[config.mk]
export PLATFORM = sky130hd
export DESIGN_NAME = utf8_encoder_with_byte_budget_flat
export DESIGN_NICKNAME = d
export VERILOG_FILES = /design/src/rtl/u8e_pkg.sv /design/src/rtl/u8e_if.sv /design/src/rtl/u8e_front.sv /design/src/rtl/u8e_queue.sv /design/src/rtl/u8e_back.sv /design/src/rtl/utf8_encoder_with_byte_budget.sv /design/src/flat_wrapper.sv
export SDC_FILE = /design/constraint.sdc
export NUM_CORES = 1
export LEC_CHECK = 0
export BUFFER_PORTS_ARGS = -buffer_cell sky130_fd_sc_hd__buf_2
export CAP_MARGIN = 15
export CORE_ASPECT_RATIO = 0.5
export CORE_MARGIN = 2
export CORE_UTILIZATION = 64
export DETAILED_ROUTE_END_ITERATION = 8
export GPL_TIMING_DRIVEN = 0
export PLACE_DENSITY = 0.92
export SETUP_SLACK_MARGIN = 0.05
export SLEW_MARGIN = 40
export SYNTH_ARGS = -nofsm -noshare
export SYNTH_HDL_FRONTEND = slang
export SYNTH_SLANG_ARGS = --single-unit
[constraint.sdc]
create_clock -name clk -period 7.8 [get_ports clk]
set_clock_uncertainty 0.2 [all_clocks]
set_input_delay 1.17 -clock clk [delete_from_list [all_inputs] [get_ports clk]]
set_output_delay 1.17 -clock clk [all_outputs]
set_load 0.005 [all_outputs]
[src/rtl/u8e_pkg.sv]
// Package for the UTF-8 encoder with byte budget.
// Widths, register indexes, encoding constants and the queue entry type.
// No dependencies.
package u8e_pkg;

	localparam int CP_W        = 31;
	localparam int BUDGET_W    = 16;
	localparam int BYTE_W      = 8;
	localparam int LEN_W       = 3;
	localparam int CFG_IDX_W   = 1;
	localparam int CFG_DATA_W  = 16;
	localparam int QUEUE_DEPTH = 2;

	localparam logic [CFG_IDX_W-1:0] REG_BUDGET_ENABLE = 1'd0;
	localparam logic [CFG_IDX_W-1:0] REG_BYTE_BUDGET   = 1'd1;

	localparam logic [CP_W-1:0] MAX_1B = 31'h7F;
	localparam logic [CP_W-1:0] MAX_2B = 31'h7FF;
	localparam logic [CP_W-1:0] MAX_3B = 31'hFFFF;
	localparam logic [CP_W-1:0] MAX_CP = 31'h10FFFF;

	localparam logic [BYTE_W-1:0] LEAD_2B = 8'hC0;
	localparam logic [BYTE_W-1:0] LEAD_3B = 8'hE0;
	localparam logic [BYTE_W-1:0] LEAD_4B = 8'hF0;
	localparam logic [BYTE_W-1:0] CONT_B  = 8'h80;
	localparam logic [BYTE_W-1:0] CONT_M  = 8'h3F;

	typedef logic [LEN_W-1:0] len_t;

	// One queued item: bytes left-aligned, count of results, end marker flag
	typedef struct packed {
		logic [4*BYTE_W-1:0] bytes;
		len_t                count;
		logic                endm;
	} chr_t;

endpackage

[src/rtl/u8e_if.sv]
// Channel interfaces for the UTF-8 encoder: input, result and configuration.
// Depends on u8e_pkg.
interface u8e_in_if import u8e_pkg::*; ();
	logic            valid;
	logic            ready;
	logic [CP_W-1:0] code_point;
	logic            string_start;
	modport source (output valid, code_point, string_start, input ready);
	modport sink (input valid, code_point, string_start, output ready);
endinterface

interface u8e_out_if import u8e_pkg::*; ();
	logic              valid;
	logic              ready;
	logic [BYTE_W-1:0] out_byte;
	logic              end_marker;
	logic              last_of_char;
	modport source (output valid, out_byte, end_marker, last_of_char, input ready);
	modport sink (input valid, out_byte, end_marker, last_of_char, output ready);
endinterface

interface u8e_cfg_if import u8e_pkg::*; ();
	logic                  valid;
	logic                  ready;
	logic [CFG_IDX_W-1:0]  index;
	logic [CFG_DATA_W-1:0] data;
	modport source (output valid, index, data, input ready);
	modport sink (input valid, index, data, output ready);
endinterface

[src/rtl/u8e_front.sv]
// Front end: configuration registers, string state and code point classification.
// Pushes one queue entry per item that yields results. Depends on u8e_pkg, u8e_if.
module u8e_front import u8e_pkg::*; (
	input  logic         clk,
	input  logic         arst_n,
	u8e_in_if.sink       in_ch,
	u8e_cfg_if.sink      cfg,
	input  logic         q_full,
	output logic         push,
	output chr_t         push_entry
);

	logic                budget_en_q;
	logic [BUDGET_W-1:0] budget_q;
	logic [BUDGET_W-1:0] bytes_left_q;
	logic                stopped_q;

	logic                accept;
	logic [BUDGET_W-1:0] left_eff;
	logic                stopped_eff;
	logic [CP_W-1:0]     cp;
	len_t                len;
	logic                fits;
	logic [BYTE_W-1:0]   b0, b1, b2, b3;
	logic [4*BYTE_W-1:0] enc;

	assign cfg.ready   = 1'b1;
	assign in_ch.ready = !q_full;
	assign accept      = in_ch.valid && in_ch.ready;
	assign cp          = in_ch.code_point;

	assign left_eff    = in_ch.string_start ? budget_q : bytes_left_q;
	assign stopped_eff = in_ch.string_start ? 1'b0 : stopped_q;

	always_comb begin
		if (cp == '0 || cp > MAX_CP)
			len = len_t'(0);
		else if (cp <= MAX_1B)
			len = len_t'(1);
		else if (cp <= MAX_2B)
			len = len_t'(2);
		else if (cp <= MAX_3B)
			len = len_t'(3);
		else
			len = len_t'(4);
	end

	assign fits = (len != '0) &&
		(!budget_en_q || {{(BUDGET_W-LEN_W){1'b0}}, len} <= left_eff);

	assign b3 = CONT_B | (cp[7:0] & CONT_M);
	assign b2 = CONT_B | (cp[13:6] & CONT_M);
	assign b1 = CONT_B | (cp[19:12] & CONT_M);

	always_comb begin
		b0  = '0;
		enc = '0;
		case (len)
			len_t'(1): enc = {cp[7:0], 24'd0};
			len_t'(2): begin
				b0  = LEAD_2B | {3'd0, cp[10:6]};
				enc = {b0, b3, 16'd0};
			end
			len_t'(3): begin
				b0  = LEAD_3B | {4'd0, cp[15:12]};
				enc = {b0, b2, b3, 8'd0};
			end
			len_t'(4): begin
				b0  = LEAD_4B | {5'd0, cp[20:18]};
				enc = {b0, b1, b2, b3};
			end
			default: enc = '0;
		endcase
	end

	assign push = accept && !stopped_eff;

	always_comb begin
		push_entry.bytes = fits ? enc : '0;
		push_entry.count = fits ? len : len_t'(1);
		push_entry.endm  = !fits;
	end

	always_ff @(posedge clk or negedge arst_n) begin
		if (!arst_n) begin
			budget_en_q  <= 1'b0;
			budget_q     <= '0;
			bytes_left_q <= '0;
			stopped_q    <= 1'b1;
		end else begin
			if (cfg.valid && cfg.ready) begin
				case (cfg.index)
					REG_BUDGET_ENABLE: budget_en_q <= cfg.data[0];
					REG_BYTE_BUDGET:   budget_q    <= cfg.data[BUDGET_W-1:0];
					default: ;
				endcase
			end
			// a silent item leaves the string state as it is
			if (accept && !stopped_eff) begin
				stopped_q <= !fits;
				if (fits && budget_en_q)
					bytes_left_q <= left_eff - {{(BUDGET_W-LEN_W){1'b0}}, len};
				else
					bytes_left_q <= left_eff;
			end
		end
	end

endmodule

[src/rtl/u8e_queue.sv]
// Short FIFO of classified items between front and back end.
// Depends on u8e_pkg.
module u8e_queue import u8e_pkg::*; #(
	parameter int DEPTH = QUEUE_DEPTH
) (
	input  logic clk,
	input  logic arst_n,
	input  logic push,
	input  chr_t push_entry,
	output logic full,
	input  logic pop,
	output logic q_valid,
	output chr_t q_entry
);

	localparam int PTR_W = (DEPTH > 1) ? $clog2(DEPTH) : 1;
	localparam int CNT_W = $clog2(DEPTH + 1);

	chr_t             mem_q [DEPTH];
	logic [PTR_W-1:0] wr_q, rd_q;
	logic [CNT_W-1:0] cnt_q;
	logic             do_push, do_pop;

	assign full    = (cnt_q == CNT_W'(DEPTH));
	assign q_valid = (cnt_q != '0);
	assign q_entry = mem_q[rd_q];
	assign do_push = push && !full;
	assign do_pop  = pop && q_valid;

	always_ff @(posedge clk) begin
		if (do_push)
			mem_q[wr_q] <= push_entry;
	end

	always_ff @(posedge clk or negedge arst_n) begin
		if (!arst_n) begin
			wr_q  <= '0;
			rd_q  <= '0;
			cnt_q <= '0;
		end else begin
			if (do_push)
				wr_q <= (wr_q == PTR_W'(DEPTH - 1)) ? '0 : wr_q + 1'b1;
			if (do_pop)
				rd_q <= (rd_q == PTR_W'(DEPTH - 1)) ? '0 : rd_q + 1'b1;
			if (do_push && !do_pop)
				cnt_q <= cnt_q + 1'b1;
			else if (do_pop && !do_push)
				cnt_q <= cnt_q - 1'b1;
		end
	end

endmodule

[src/rtl/u8e_back.sv]
// Back end: takes queued items and emits their bytes one per cycle while out_ch is ready.
// Output register holds the current item. Depends on u8e_pkg, u8e_if.
module u8e_back import u8e_pkg::*; (
	input  logic     clk,
	input  logic     arst_n,
	input  logic     q_valid,
	input  chr_t     q_entry,
	output logic     pop,
	u8e_out_if.source out_ch
);

	logic                busy_q;
	logic [4*BYTE_W-1:0] bytes_q;
	len_t                cnt_q;
	logic                endm_q;
	logic                last;
	logic                fire;
	logic                take;

	assign last                = (cnt_q == len_t'(1));
	assign out_ch.valid        = busy_q;
	assign out_ch.out_byte     = bytes_q[4*BYTE_W-1 -: BYTE_W];
	assign out_ch.end_marker   = endm_q;
	assign out_ch.last_of_char = last;

	assign fire = out_ch.valid && out_ch.ready;
	assign take = !busy_q || (fire && last);
	assign pop  = take && q_valid;

	always_ff @(posedge clk) begin
		if (pop) begin
			bytes_q <= q_entry.bytes;
			cnt_q   <= q_entry.count;
			endm_q  <= q_entry.endm;
		end else if (fire && !last) begin
			bytes_q <= {bytes_q[3*BYTE_W-1:0], {BYTE_W{1'b0}}};
			cnt_q   <= cnt_q - 1'b1;
		end
	end

	always_ff @(posedge clk or negedge arst_n) begin
		if (!arst_n)
			busy_q <= 1'b0;
		else if (take)
			busy_q <= q_valid;
	end

endmodule

[src/rtl/utf8_encoder_with_byte_budget.sv]
// UTF-8 encoder with a per-string byte budget: top level.
// Connects front end, item queue and back end. Depends on u8e_pkg, u8e_if and submodules.
//
// in_ch takes one code point per item with string_start marking a string's first
// character (which reloads the budget). out_ch gives one result per byte, 1 to 4
// per item, last_of_char on the final one; a string end (code point 0, a value
// above 0x10FFFF, or a character that does not fit the budget) gives one
// end_marker result, after which items are dropped until string_start.
// cfg writes budget_enable (index 0) and byte_budget (index 1); ready is always
// high. Write only while idle.
// The first byte of an item passes through the queue and then the output register
// when the back end is free. out_ch gives one result per cycle while the receiver
// is ready, as set by the back end's byte sequencer.
// A queue of QUEUE_DEPTH items lets the front keep taking items while the
// receiver stalls; once it is full in_ch.ready drops. Items that yield no
// result are taken at one per cycle while the queue is not full.
// Reset clears configuration and the queue and leaves the block silent until
// a string starts.
module utf8_encoder_with_byte_budget import u8e_pkg::*; #(
	parameter int QDEPTH = QUEUE_DEPTH
) (
	input  logic      clk,
	input  logic      arst_n,
	u8e_in_if.sink    in_ch,
	u8e_cfg_if.sink   cfg,
	u8e_out_if.source out_ch
);

	logic push, full, pop, q_valid;
	chr_t push_entry, q_entry;

	u8e_front u_front (
		.clk        (clk),
		.arst_n     (arst_n),
		.in_ch      (in_ch),
		.cfg        (cfg),
		.q_full     (full),
		.push       (push),
		.push_entry (push_entry)
	);

	u8e_queue #(.DEPTH(QDEPTH)) u_queue (
		.clk        (clk),
		.arst_n     (arst_n),
		.push       (push),
		.push_entry (push_entry),
		.full       (full),
		.pop        (pop),
		.q_valid    (q_valid),
		.q_entry    (q_entry)
	);

	u8e_back u_back (
		.clk     (clk),
		.arst_n  (arst_n),
		.q_valid (q_valid),
		.q_entry (q_entry),
		.pop     (pop),
		.out_ch  (out_ch)
	);

endmodule

[src/flat_wrapper.sv]
// flat-port wrapper written by rule: the top's interface ports become plain ports
module utf8_encoder_with_byte_budget_flat import u8e_pkg::*;
#(
	parameter int QDEPTH = QUEUE_DEPTH
)
  (clk, arst_n, in_ch_valid, in_ch_code_point, in_ch_string_start, in_ch_ready, cfg_valid, cfg_index, cfg_data, cfg_ready, out_ch_valid, out_ch_out_byte, out_ch_end_marker, out_ch_last_of_char, out_ch_ready);
  u8e_in_if in_ch_i ();
  u8e_cfg_if cfg_i ();
  u8e_out_if out_ch_i ();
  input  logic clk;
  input  logic arst_n;
  input wire logic [$bits(in_ch_i.valid)-1:0] in_ch_valid;
  input wire logic [$bits(in_ch_i.code_point)-1:0] in_ch_code_point;
  input wire logic [$bits(in_ch_i.string_start)-1:0] in_ch_string_start;
  output wire logic [$bits(in_ch_i.ready)-1:0] in_ch_ready;
  input wire logic [$bits(cfg_i.valid)-1:0] cfg_valid;
  input wire logic [$bits(cfg_i.index)-1:0] cfg_index;
  input wire logic [$bits(cfg_i.data)-1:0] cfg_data;
  output wire logic [$bits(cfg_i.ready)-1:0] cfg_ready;
  output wire logic [$bits(out_ch_i.valid)-1:0] out_ch_valid;
  output wire logic [$bits(out_ch_i.out_byte)-1:0] out_ch_out_byte;
  output wire logic [$bits(out_ch_i.end_marker)-1:0] out_ch_end_marker;
  output wire logic [$bits(out_ch_i.last_of_char)-1:0] out_ch_last_of_char;
  input wire logic [$bits(out_ch_i.ready)-1:0] out_ch_ready;
  assign in_ch_i.valid = in_ch_valid;
  assign in_ch_i.code_point = in_ch_code_point;
  assign in_ch_i.string_start = in_ch_string_start;
  assign in_ch_ready = in_ch_i.ready;
  assign cfg_i.valid = cfg_valid;
  assign cfg_i.index = cfg_index;
  assign cfg_i.data = cfg_data;
  assign cfg_ready = cfg_i.ready;
  assign out_ch_valid = out_ch_i.valid;
  assign out_ch_out_byte = out_ch_i.out_byte;
  assign out_ch_end_marker = out_ch_i.end_marker;
  assign out_ch_last_of_char = out_ch_i.last_of_char;
  assign out_ch_i.ready = out_ch_ready;
  utf8_encoder_with_byte_budget #(.QDEPTH(QDEPTH)) u_core (.clk(clk), .arst_n(arst_n), .in_ch(in_ch_i), .cfg(cfg_i), .out_ch(out_ch_i));
endmodule
# Word level (Yosys, flattened, before mapping)
# Memory sizes are Yosys's and may differ from the RTL's.
# Cells that the tools add are included.
word_totals:
  regBits: 75
  memories: 1
  in_bits: 54
  ramBits: 72
  wordCells: 80
  out_inout_bits: 13
mem_list:
  columns: ["memory", "words", "width", "rd", "rd_clocked_by_memory_dff", "wr", "line_no", "rtl"]
  rows:
  - ["u_core.u_queue.mem_q", 2, 36, 1, 0, 1, "u8e_queue.sv:19", "chr_t mem_q [DEPTH];"]
classes:
  add_sub_neg: 6
  magnitude_cmp: 5
  eq_ne: 6
  n_reduce_logical: 30
  bitwise: 1
  muxes: 20
op_table:
  columns: ["cell", "count"]
  rows:
  - ["$pmux 32 s4", 1]
  - ["$mux 32", 3]
  - ["$mux 16", 2]
  - ["$gt 31x21->1 const B", 1]
  - ["$le 31x11->1 const B", 1]
  - ["$le 31x16->1 const B", 1]
  - ["$le 31x7->1 const B", 1]
  - ["$logic_not 31->1", 1]
  - ["$mux 3", 7]
  - ["$le 3x16->1", 1]
  - ["$sub 16x3->16", 1]
  - ["$logic_and 1x1->1", 12]
  - ["$logic_not 1->1", 8]
  - ["$eq 3x1->1 const B", 2]
  - ["$eq 3x2->1 const B", 2]
  - ["$reduce_bool 2->1", 3]
  - ["$mux 1", 5]
  - ["$mux 2", 2]
  - ["$reduce_and 2->1", 2]
  - ["$eq 3x3->1 const B", 1]
  - ["$logic_or 1x1->1", 3]
  - ["$reduce_bool 3->1", 1]
  - ["$sub 3x1->3 const B", 1]
  - ["$add 1x1->1 const B", 2]
  - ["4 further kinds", 4]

# Depth between registers and ports, before layout
# Gate-level depths: netlist of run 1.
logic_depth:
  ltp_word: 10
  ltp_mapped: 17
  mapped_depth_nobuf: 14

# By module
# From an unflattened synthesis of run 1, not the netlist that was laid out.
unflattened:
  hier_cells: 536
  area_unflattened_um2: 7453.4
modules_own_cells:
  columns: ["module", "area_each_um2", "cells_each", "n_inst", "seq_area_each_um2"]
  rows:
  - ["u8e_queue", 2947.8, 131, 1, 2262.2]
  - ["u8e_front", 2756.4, 309, 1, 852.1]
  - ["u8e_back", 1749.2, 96, 1, 1106.1]

# Worst setup path after synthesis of run 1
# OpenSTA, ideal clock, no wires.
synth_timing:
  path_type: "input port to flip-flop"
  from: "in in_ch_code_point[22]"
  to: "reg u_core.u_front.bytes_left_q[5]"
  setup_slack_ns: 2.270
  path_buffers: 3
  setup_ns: 0.087
  stages: 16
  required_ns: 7.513
  t_arrival_ns: 5.242
  path_cell_list: "or4_1 -> or4_1 -> buf_2 -> nor3_4 -> buf_6 -> nor2_1 -> o21a_1 -> ha_1 -> fa_1 -> nor2b_1 -> a211oi_1 -> and4bb_2 -> buf_2 -> nor4_1 -> mux2_2 -> o211ai_1"
synth_between:
  elab_chain_len: 10
  elab_cells_between_ends: 17
  classes_between: "add/sub (1); order compare (5); mux (5); reduce/logical (6)"
synth_rtl:
  columns: ["item", "line_no", "rtl"]
  rows:
  - ["start: declaration", "flat_wrapper.sv:13", "input wire logic [$bits(in_ch_i.code_point)-1:0] in_ch_code_point;"]
  - ["$le 31x16->1", "u8e_front.sv:42", "else if (cp <= MAX_3B)"]
  - ["$mux 3", "u8e_front.sv:42", null]
  - ["$mux 3", "u8e_front.sv:40", "else if (cp <= MAX_2B)"]
  - ["$mux 3", "u8e_front.sv:38", "else if (cp <= MAX_1B)"]
  - ["$mux 3 (*)", "u8e_front.sv:36", "if (cp == '0 || cp > MAX_CP)"]
  - ["$le 3x16->1", "u8e_front.sv:49", "(!budget_en_q || {{(BUDGET_W-LEN_W){1'b0}}, len} <= left_eff);"]
  - ["$logic_or 1x1->1", "u8e_front.sv:49", null]
  - ["$logic_and 1x1->1", "u8e_front.sv:48", "assign fits = (len != '0) &&"]
  - ["$logic_and 1x1->1", "u8e_front.sv:101", "if (fits && budget_en_q)"]
  - ["$mux 16 (*)", "u8e_front.sv:101", null]
  - ["end signal: assignment", "u8e_front.sv:102", "bytes_left_q <= left_eff - {{(BUDGET_W-LEN_W){1'b0}}, len};"]
  - ["end signal: assignment", "u8e_front.sv:104", "bytes_left_q <= left_eff;"]
  - ["end: declaration", "u8e_front.sv:15", "logic [BUDGET_W-1:0] bytes_left_q;"]
# Mark *: on every way between the ends. The rest lies on a longest branch, timed or not.
# A chain may end at the register's enable or synchronous reset.

==> results of run 1 <==
[flip-flops by register name, summed over array words and instances (netlist names)]
signal and cells:
u_core.u_queue.mem_q 66, u_core.u_back.bytes_q 29, u_core.u_front.budget_q 16, u_core.u_front.bytes_left_q 16
u_core.u_back.cnt_q 3, u_core.u_queue.cnt_q 2, u_core.u_back.out_ch.end_marker 1, u_core.u_back.out_ch.valid 1
u_core.u_front.budget_en_q 1, u_core.u_front.stopped_q 1, u_core.u_queue.rd_q 1, u_core.u_queue.wr_q 1
[metrics by stage]
stage,hold slack (ps),instances
after floorplan,244.6,556
after detailed placement,267.8,765
after global routing,321.0,797
after global placement,258.2,761
final,280.7,797
after CTS,282.7,797
[metal layers]
metal	vias to the layer above	routed length [um]	track usage [%]
li1	2266	-	-
met1	2497	6578	39.99
met2	338	8213	49.17
met3	52	1499	8.393
met4	0	380	12.57
met5	-	0	0
[cell usage in the layout, fill, tap and decap left out, types with 4 or more instances in the layout]
master / count
a211oi_1: 5
a21oi_1: 41
a222oi_1: 4
a31oi_1: 8
a32o_1: 5
and3_1: 6
buf_1: 7
buf_2: 70
buf_4: 12
buf_8: 4
clkbuf_1: 13
clkbuf_16: 17
dfrtp_1: 38
edfxtp_1: 99
ha_1: 6
inv_1: 11
inv_6: 4
mux2_2: 22
mux2i_1: 39
nand2_1: 27
nand2b_1: 8
nand3_1: 8
nor2_1: 58
nor2b_1: 10
nor3_1: 9
nor4_1: 9
nor4_2: 6
o211ai_1: 10
o21ai_0: 10
or3_1: 7
or4_1: 5
xnor2_1: 12
xor2_1: 5
[power by group through the flow]
stage               logic, mW  clock network, mW  registers, mW
floorplan               0.479                  0           1.15
global placement        0.618                  0           1.17
detailed placement      0.690                  0           1.18
CTS                     0.703              0.834           1.17
global route            0.775              0.870           1.19
finish                  0.706              0.832           1.17
[cells by family after synthesis]
group | after synthesis | share of synthesized area, %
mux | 62 | 9.656
other cells | 1 | 0.05544
simple gates | 176 | 14.32
flops | 138 | 58.40
xor+xnor | 17 | 2.201
buf+inv | 52 | 3.718
compound gates | 103 | 10.25
fa+ha+maj | 7 | 1.406
[Yosys cell counts (6+ instances only)]
library cell / instances
a21oi_1: 41
a31oi_1: 8
and3_1: 6
buf_1: 7
buf_2: 6
buf_4: 11
clkbuf_1: 13
dfrtp_1: 38
edfxtp_1: 99
ha_1: 6
inv_1: 11
mux2_2: 22
mux2i_1: 39
nand2_1: 27
nand2b_1: 8
nand3_1: 8
nor2_1: 59
nor2b_1: 10
nor3_1: 9
nor4_1: 10
o211ai_1: 10
o21ai_0: 11
or3_1: 7
xnor2_1: 12
[worst max-delay path by stage]
stage	startpoint	cells after the start	slack (ps)	endpoint
2_1_floorplan	in_ch_code_point[22]	16	2270	u_core.u_front.bytes_left_q[5]
3_3_place_gp	in_ch_code_point[22]	17	1660	u_core.u_queue.mem_q[0][13]
3_5_place_dp	in_ch_code_point[22]	17	1520	u_core.u_queue.mem_q[0][23]
4_1_cts	in_ch_code_point[22]	18	1950	u_core.u_queue.mem_q[1][1]
5_1_grt	in_ch_code_point[22]	18	1680	u_core.u_queue.mem_q[0][1]
6_report	in_ch_code_point[22]	17	1810	u_core.u_queue.mem_q[0][23]
[final cells by class]
type	count	area share, %
plain buffers	38	2.499
clock inverters	15	2.295
clock buffers	17	5.343
multi-input cells	366	32.52
repair buffers	69	4.872
flip-flops and latches	138	49.61
inverters	14	0.6601
well taps	140	2.200
[worst min-delay path: cells and delay by family (launching register included)]
| family | cells | cell delay [ps] |
|---|---|---|
| and+or+nand+nor | 1 | 50 |
| AOI/OAI and AO/OA | 1 | 60 |
| DFF | 1 | 340 |
==> key figures, run 1 <==
Timing
  – Max frequency: 0.1668 GHz
  – Slew Viols, Final: 0
  – Relative slew slack: 41.95%
  – Final Hold Fails: 0
  – Setup TNS: 0 ps
  – Post-route minimum period: 5995 ps
  – Final period util: 76.86%
  – Fin worst setup slack: 1805 ps
  – Actual slew at the worst max-slew pin: 870.7 ps
  – RSZ-0062 raised after global routing: no
  – Final setup fails: 0

Global routing
  – Vias in the first global route: 5079
  – First-pass GRT wire length: 26480 um
  – Grt ovf: 0
  – Initial antenna violation count: 0
  – Largest net degree at the start of global routing: 40
  – Total Routing Usage GR: 30.67%

Cells and area
  – Fin util: 77.69%
  – Fill cells: 580
  – Fin area: 0.007961 mm^2
  – Multi-input gate area: 0.002589 mm^2
  – # nets final: 705
  – Register area: 0.003950 mm^2
  – Ant. Diodes: 0
  – Share of layout cells above drive strength 1: 25.88%
  – Area grow syn2layout: 17.70%

Logic synthesis
  – Sequential area share after synthesis: 58.40%
  – Mean area per synthesized cell: 12.17 um^2
  – Flops & latches, synth: 138
  – Synth unique cells: 69
  – Synth area leader: edfxtp_1
  – Synthesis Warnings: 0
  – Synth async-reset ratio: 28.26%
  – Ranking of synthesized cells by area: edfxtp_1 44%, dfrtp_1 14%, mux2i_1 5.8%, mux2_2 3.7%, nor2_1 3.3%
  – Syn Inst Count: 556
  – Net Count, Synth: 617
  – Mapped Area: 0.006764 mm^2
  – Number of enable flip-flop cells after synthesis: 99
  – Yosys top cell area share: 43.95%
  – Ys flop type: edfxtp_1

Placed design
  – Setup WS pre-CTS: 1523 ps
  – Gp weighted congestion: 0.9185
  – Buffers on Ports: 65
  – Placed Instance Area: 0.007347 mm^2
  – Post-DP HPWL: 11120 um

Worst setup path
  – Worst-path maximum fanout: 10
  – Crit-path leading delay family: simple AND/OR/NAND/NOR gates
  – WS Path Type: input port to register
  – R2R Path End: u_core.u_front.bytes_left_q[15]
  – CP endpoint kind: register
  – Startpoint Class: input port
  – Max stage delay on crit path: 610 ps
  – Crit-path slowest cell: or4_1
  – Crit path cell chain: buf_2 -> or4_1 -> or4_1 -> buf_2 -> nor3_4 -> buf_6 -> nor2_1 -> o21a_1 -> ha_1 -> fa_1 -> nor2b_1 -> a211oi_1 -> and4bb_2 -> nor3_2 -> inv_2 -> nor2_1 -> o2bb2ai_1
  – CP bufs+invs: 4
  – RR Startpoint: u_core.u_front.budget_q[2]
  – FF-to-FF setup slack: 4280 ps
  – Crit path required time: 7830 ps
  – Worst Path Arrival: 6030 ps
  – Reg2reg path depth: 8

Route
  – Initial DRC count: 551
  – Vias: 5153
  – Antenna Nets Post-Route: 0
  – Drt pass-1 iters: 6
  – Final WL: 16670 um
  – Drc violations: 0
  – Wire per inst: 20.92 um
  – Mean number of vias per cell: 6.465

Power and ir drop
  – Pint: 1.837 mW
  – Leak: 3.033 nW
  – Clock power share: 30.7%
  – Logic pwr share: 26.1%
  – Total power draw: 2.708 mW
  – PD cells: 340.1 mW/mm^2
  – Sw Pwr: 0.8704 mW
  – Worst vdd ir: 0.1850 mV
  – Sequential Power Share: 43.2%
  – Sw frac: 32.15%

CTS
  – Root Driver: clkbuf_16
  – Clk sinks: 138
  – H-tree Lvls: 4
  – CTS tree: built
  – Num CTS Buffers: 17
  – Clock tree buffer depth: 2
  – CTS-repair resized insts: 0
  – Clk_lat worst skew: 440 ps
  – Clk slew on worst S/H paths: 60 ps
  – Post-CTS Setup Bufs: 0
  – Hold Buf Count CTS: 0

Min path
  – Min-Delay Endpoint: u_core.u_front.bytes_left_q[9]
  – Hold Crit Start: u_core.u_front.bytes_left_q[9]
  – Hold Crit Class: register to register
  – Worst Hold Path Cells: 2

Status
  – Status: completed

Floorplanning
  – Chip Width: 149.4 um
  – Core Region: 0.01025 mm^2
  – # rows: 26
  – Die area: 0.01146 mm^2
  – Initial Util: 66.01%
  – Top Ports: 67
  – Height of the die: 76.70 um

Run
  – Max-cap violations: 0
(Power assumes the default switching activity.)
==> run 2, diff against run 1 <==
--- a/config.mk
+++ b/config.mk
@@ -9,10 +9,10 @@
 export CAP_MARGIN = 15
 export CORE_ASPECT_RATIO = 0.5
 export CORE_MARGIN = 2
-export CORE_UTILIZATION = 64
+export CORE_UTILIZATION = 59
 export DETAILED_ROUTE_END_ITERATION = 8
 export GPL_TIMING_DRIVEN = 0
-export PLACE_DENSITY = 0.92
+export PLACE_DENSITY = 0.87
 export SETUP_SLACK_MARGIN = 0.05
 export SLEW_MARGIN = 40
 export SYNTH_ARGS = -nofsm -noshare
==> constraint.sdc (replaced) <==
create_clock -name clk -period 5.7 [get_ports clk]
set_clock_uncertainty 0.2 [all_clocks]
set_input_delay 0.855 -clock clk [delete_from_list [all_inputs] [get_ports clk]]
set_output_delay 0.855 -clock clk [all_outputs]
set_load 0.005 [all_outputs]
==> run 2 against run 1 <==
Against the previous run: via count decreased by 4.2%; hold slack got worse by 78 ps; highest routed layer unchanged; core utilization down 5.9 points; clock power increased by 31%; cell count rose by 0.75%; flip-flop and latch count did not move; worst setup slack got worse by 1700 ps; global-route usage down 2.6 points; sequential share of layout area barely moved; sequential power grew 36%; first-iteration DRC count shrank 5.8%.
==> key figures, run 2 (synthesis gave the netlist of run 1 again) <==
Worst setup path
  – Startpoint Class: input port
  – Worst Path Arrival: 5630 ps
  – Worst-path maximum fanout: 10
  – Crit path cell chain: buf_2 -> or4_1 -> or4_1 -> buf_2 -> nor3_4 -> buf_6 -> nor2_1 -> o21a_1 -> ha_1 -> fa_1 -> nor2b_1 -> a211oi_1 -> and4bb_2 -> nor3_2 -> inv_2 -> nor2_1 -> a32o_1
  – Max stage delay on crit path: 600 ps
  – Crit-path leading delay family: simple AND/OR/NAND/NOR gates
  – Crit-path slowest cell: or4_1
  – Crit path required time: 5770 ps
  – CP endpoint kind: register
  – CP bufs+invs: 4
  – WS Path Type: input port to register

Timing
  – Setup TNS: 0 ps
  – Slew Viols, Final: 0
  – Max frequency: 0.1797 GHz
  – Fin worst setup slack: 134.9 ps
  – Final Hold Fails: 0
  – Final setup fails: 0
  – Final period util: 97.63%
  – RSZ-0062 raised after global routing: yes
  – Actual slew at the worst max-slew pin: 831.5 ps
  – Hold WS: 202.3 ps
  – Relative slew slack: 44.57%
  – Post-route minimum period: 5565 ps

Cells and area
  – Most flops, register: u_core.u_queue.mem_q
  – Register area: 0.003950 mm^2
  – Largest regs: u_core.u_queue.mem_q: 66 flops, u_core.u_back.bytes_q: 29 flops
  – Multi-input gate area: 0.002582 mm^2
  – Area grow syn2layout: 17.68%
  – Share of layout cells above drive strength 1: 25.84%
  – Fill cells: 727
  – Leading cell types in the layout, fill and taps excluded: 99 x edfxtp_1, 70 x buf_2, 58 x nor2_1
  – Fin area: 0.007960 mm^2
  – Fin util: 71.84%
  – Max FFs per register: 66
  – Commonest non-fill, non-tap cell in the layout: edfxtp_1
  – Ant. Diodes: 0
  – # nets final: 706
  – Non-filler cells, final: 803

Placed design
  – Gp weighted congestion: 0.9105
  – Post-DP HPWL: 10960 um
  – Buffers on Ports: 65
  – Placed Instance Area: 0.007377 mm^2
  – Setup WS pre-CTS: -123.2 ps
  – Placed insts: 771

Route
  – Vias: 4938
  – Final WL: 16070 um
  – Drc violations: 0
  – Initial DRC count: 519
  – Wire per inst: 20.01 um
  – Drt pass-1 iters: 6
  – Antenna Nets Post-Route: 0
  – Mean number of vias per cell: 6.149

Power and ir drop
  – Leak: 3.028 nW
  – Worst vdd ir: 0.2611 mV
  – PD cells: 458.8 mW/mm^2
  – Total power draw: 3.652 mW

Global routing
  – Grt ovf: 0
  – Largest net degree at the start of global routing: 40
  – Vias in the first global route: 4989
  – Initial antenna violation count: 0
  – First-pass GRT wire length: 25970 um
  – Total Routing Usage GR: 28.05%

CTS
  – Clock tree buffer depth: 2
  – H-tree Lvls: 4
  – CTS tree: built
  – Clk slew on worst S/H paths: 60 ps
  – CTS-repair resized insts: 0
  – Clk_lat worst skew: 430 ps
  – Post-CTS Setup Bufs: 0
  – Num CTS Buffers: 17
  – Hold Buf Count CTS: 0
  – Root Driver: clkbuf_16
  – Clk sinks: 138

Floorplanning
  – Die area: 0.01239 mm^2
  – Initial Util: 61.04%
  – Top Ports: 67
  – Height of the die: 79.71 um
  – # rows: 27
  – Chip Width: 155.4 um
  – Core Region: 0.01108 mm^2

Min path
  – Hold Crit Class: input port to async pin

Status
  – Status: completed

Run
  – Max-cap violations: 0
==> run 2: changes by cell type in the layout (fill, tap and decap cells not counted) <==
| cell | delta |
|---|---|
| buf_16 | +1 |
| buf_6 | +1 |
| buf_8 | -1 |
| bufinv_16 | -1 |
| clkinvlp_4 | +1 |
| inv_6 | +1 |
| inv_8 | -1 |
| nor4_1 | +1 |
| nor4_2 | -1 |
==> run 2: final timing paths <==
| kind | startpoint | to | slack [ps] | depth (start not counted) |
|---|---|---|---|---|
| max | in_ch_code_point[22] | u_core.u_queue.mem_q[1][12] | 130 | 17 |
| min | arst_n | u_core.u_front.budget_q[8] | 200 | 1 |
| max reg2reg | u_core.u_front.budget_q[0] | u_core.u_queue.mem_q[1][12] | 2320 | 10 |
| min reg2reg | u_core.u_front.bytes_left_q[10] | u_core.u_front.bytes_left_q[10] | 290 | 2 |
| max in group asynchronous | arst_n | u_core.u_front.stopped_q | 4740 | 1 |
| min in group clk | u_core.u_front.bytes_left_q[10] | u_core.u_front.bytes_left_q[10] | 290 | 2 |
==> run 2: cell type report <==
cell class,instances,share of cell area [%]
Buffer,38,2.499
Sequential cell,138,49.62
Clock inverter,15,1.981
Multi-Input combinational cell,366,32.44
Tap cell,145,2.279
Timing Repair Buffer,70,5.171
Inverter,14,0.6602
Clock buffer,17,5.344
==> run 2: per-layer routing <==
| layer | track usage [%] | up-vias | wire [um] |
|---|---|---|---|
| met2 | 45.93 | 275 | 7837 |
| li1 | - | 2269 | - |
| met4 | 11.01 | 0 | 311 |
| met1 | 37.22 | 2359 | 6555 |
| met5 | 0 | - | 0 |
| met3 | 6.080 | 35 | 1363 |
==> run 2: power by group <==
group	leakage, nW	switching, mW	internal (mW)	total (mW)
Combinational	1.37	0.557	0.415	0.972
Clock	0.278	0.472	0.616	1.09
Sequential	1.38	0.144	1.45	1.59
Total	3.03	1.17	2.48	3.65
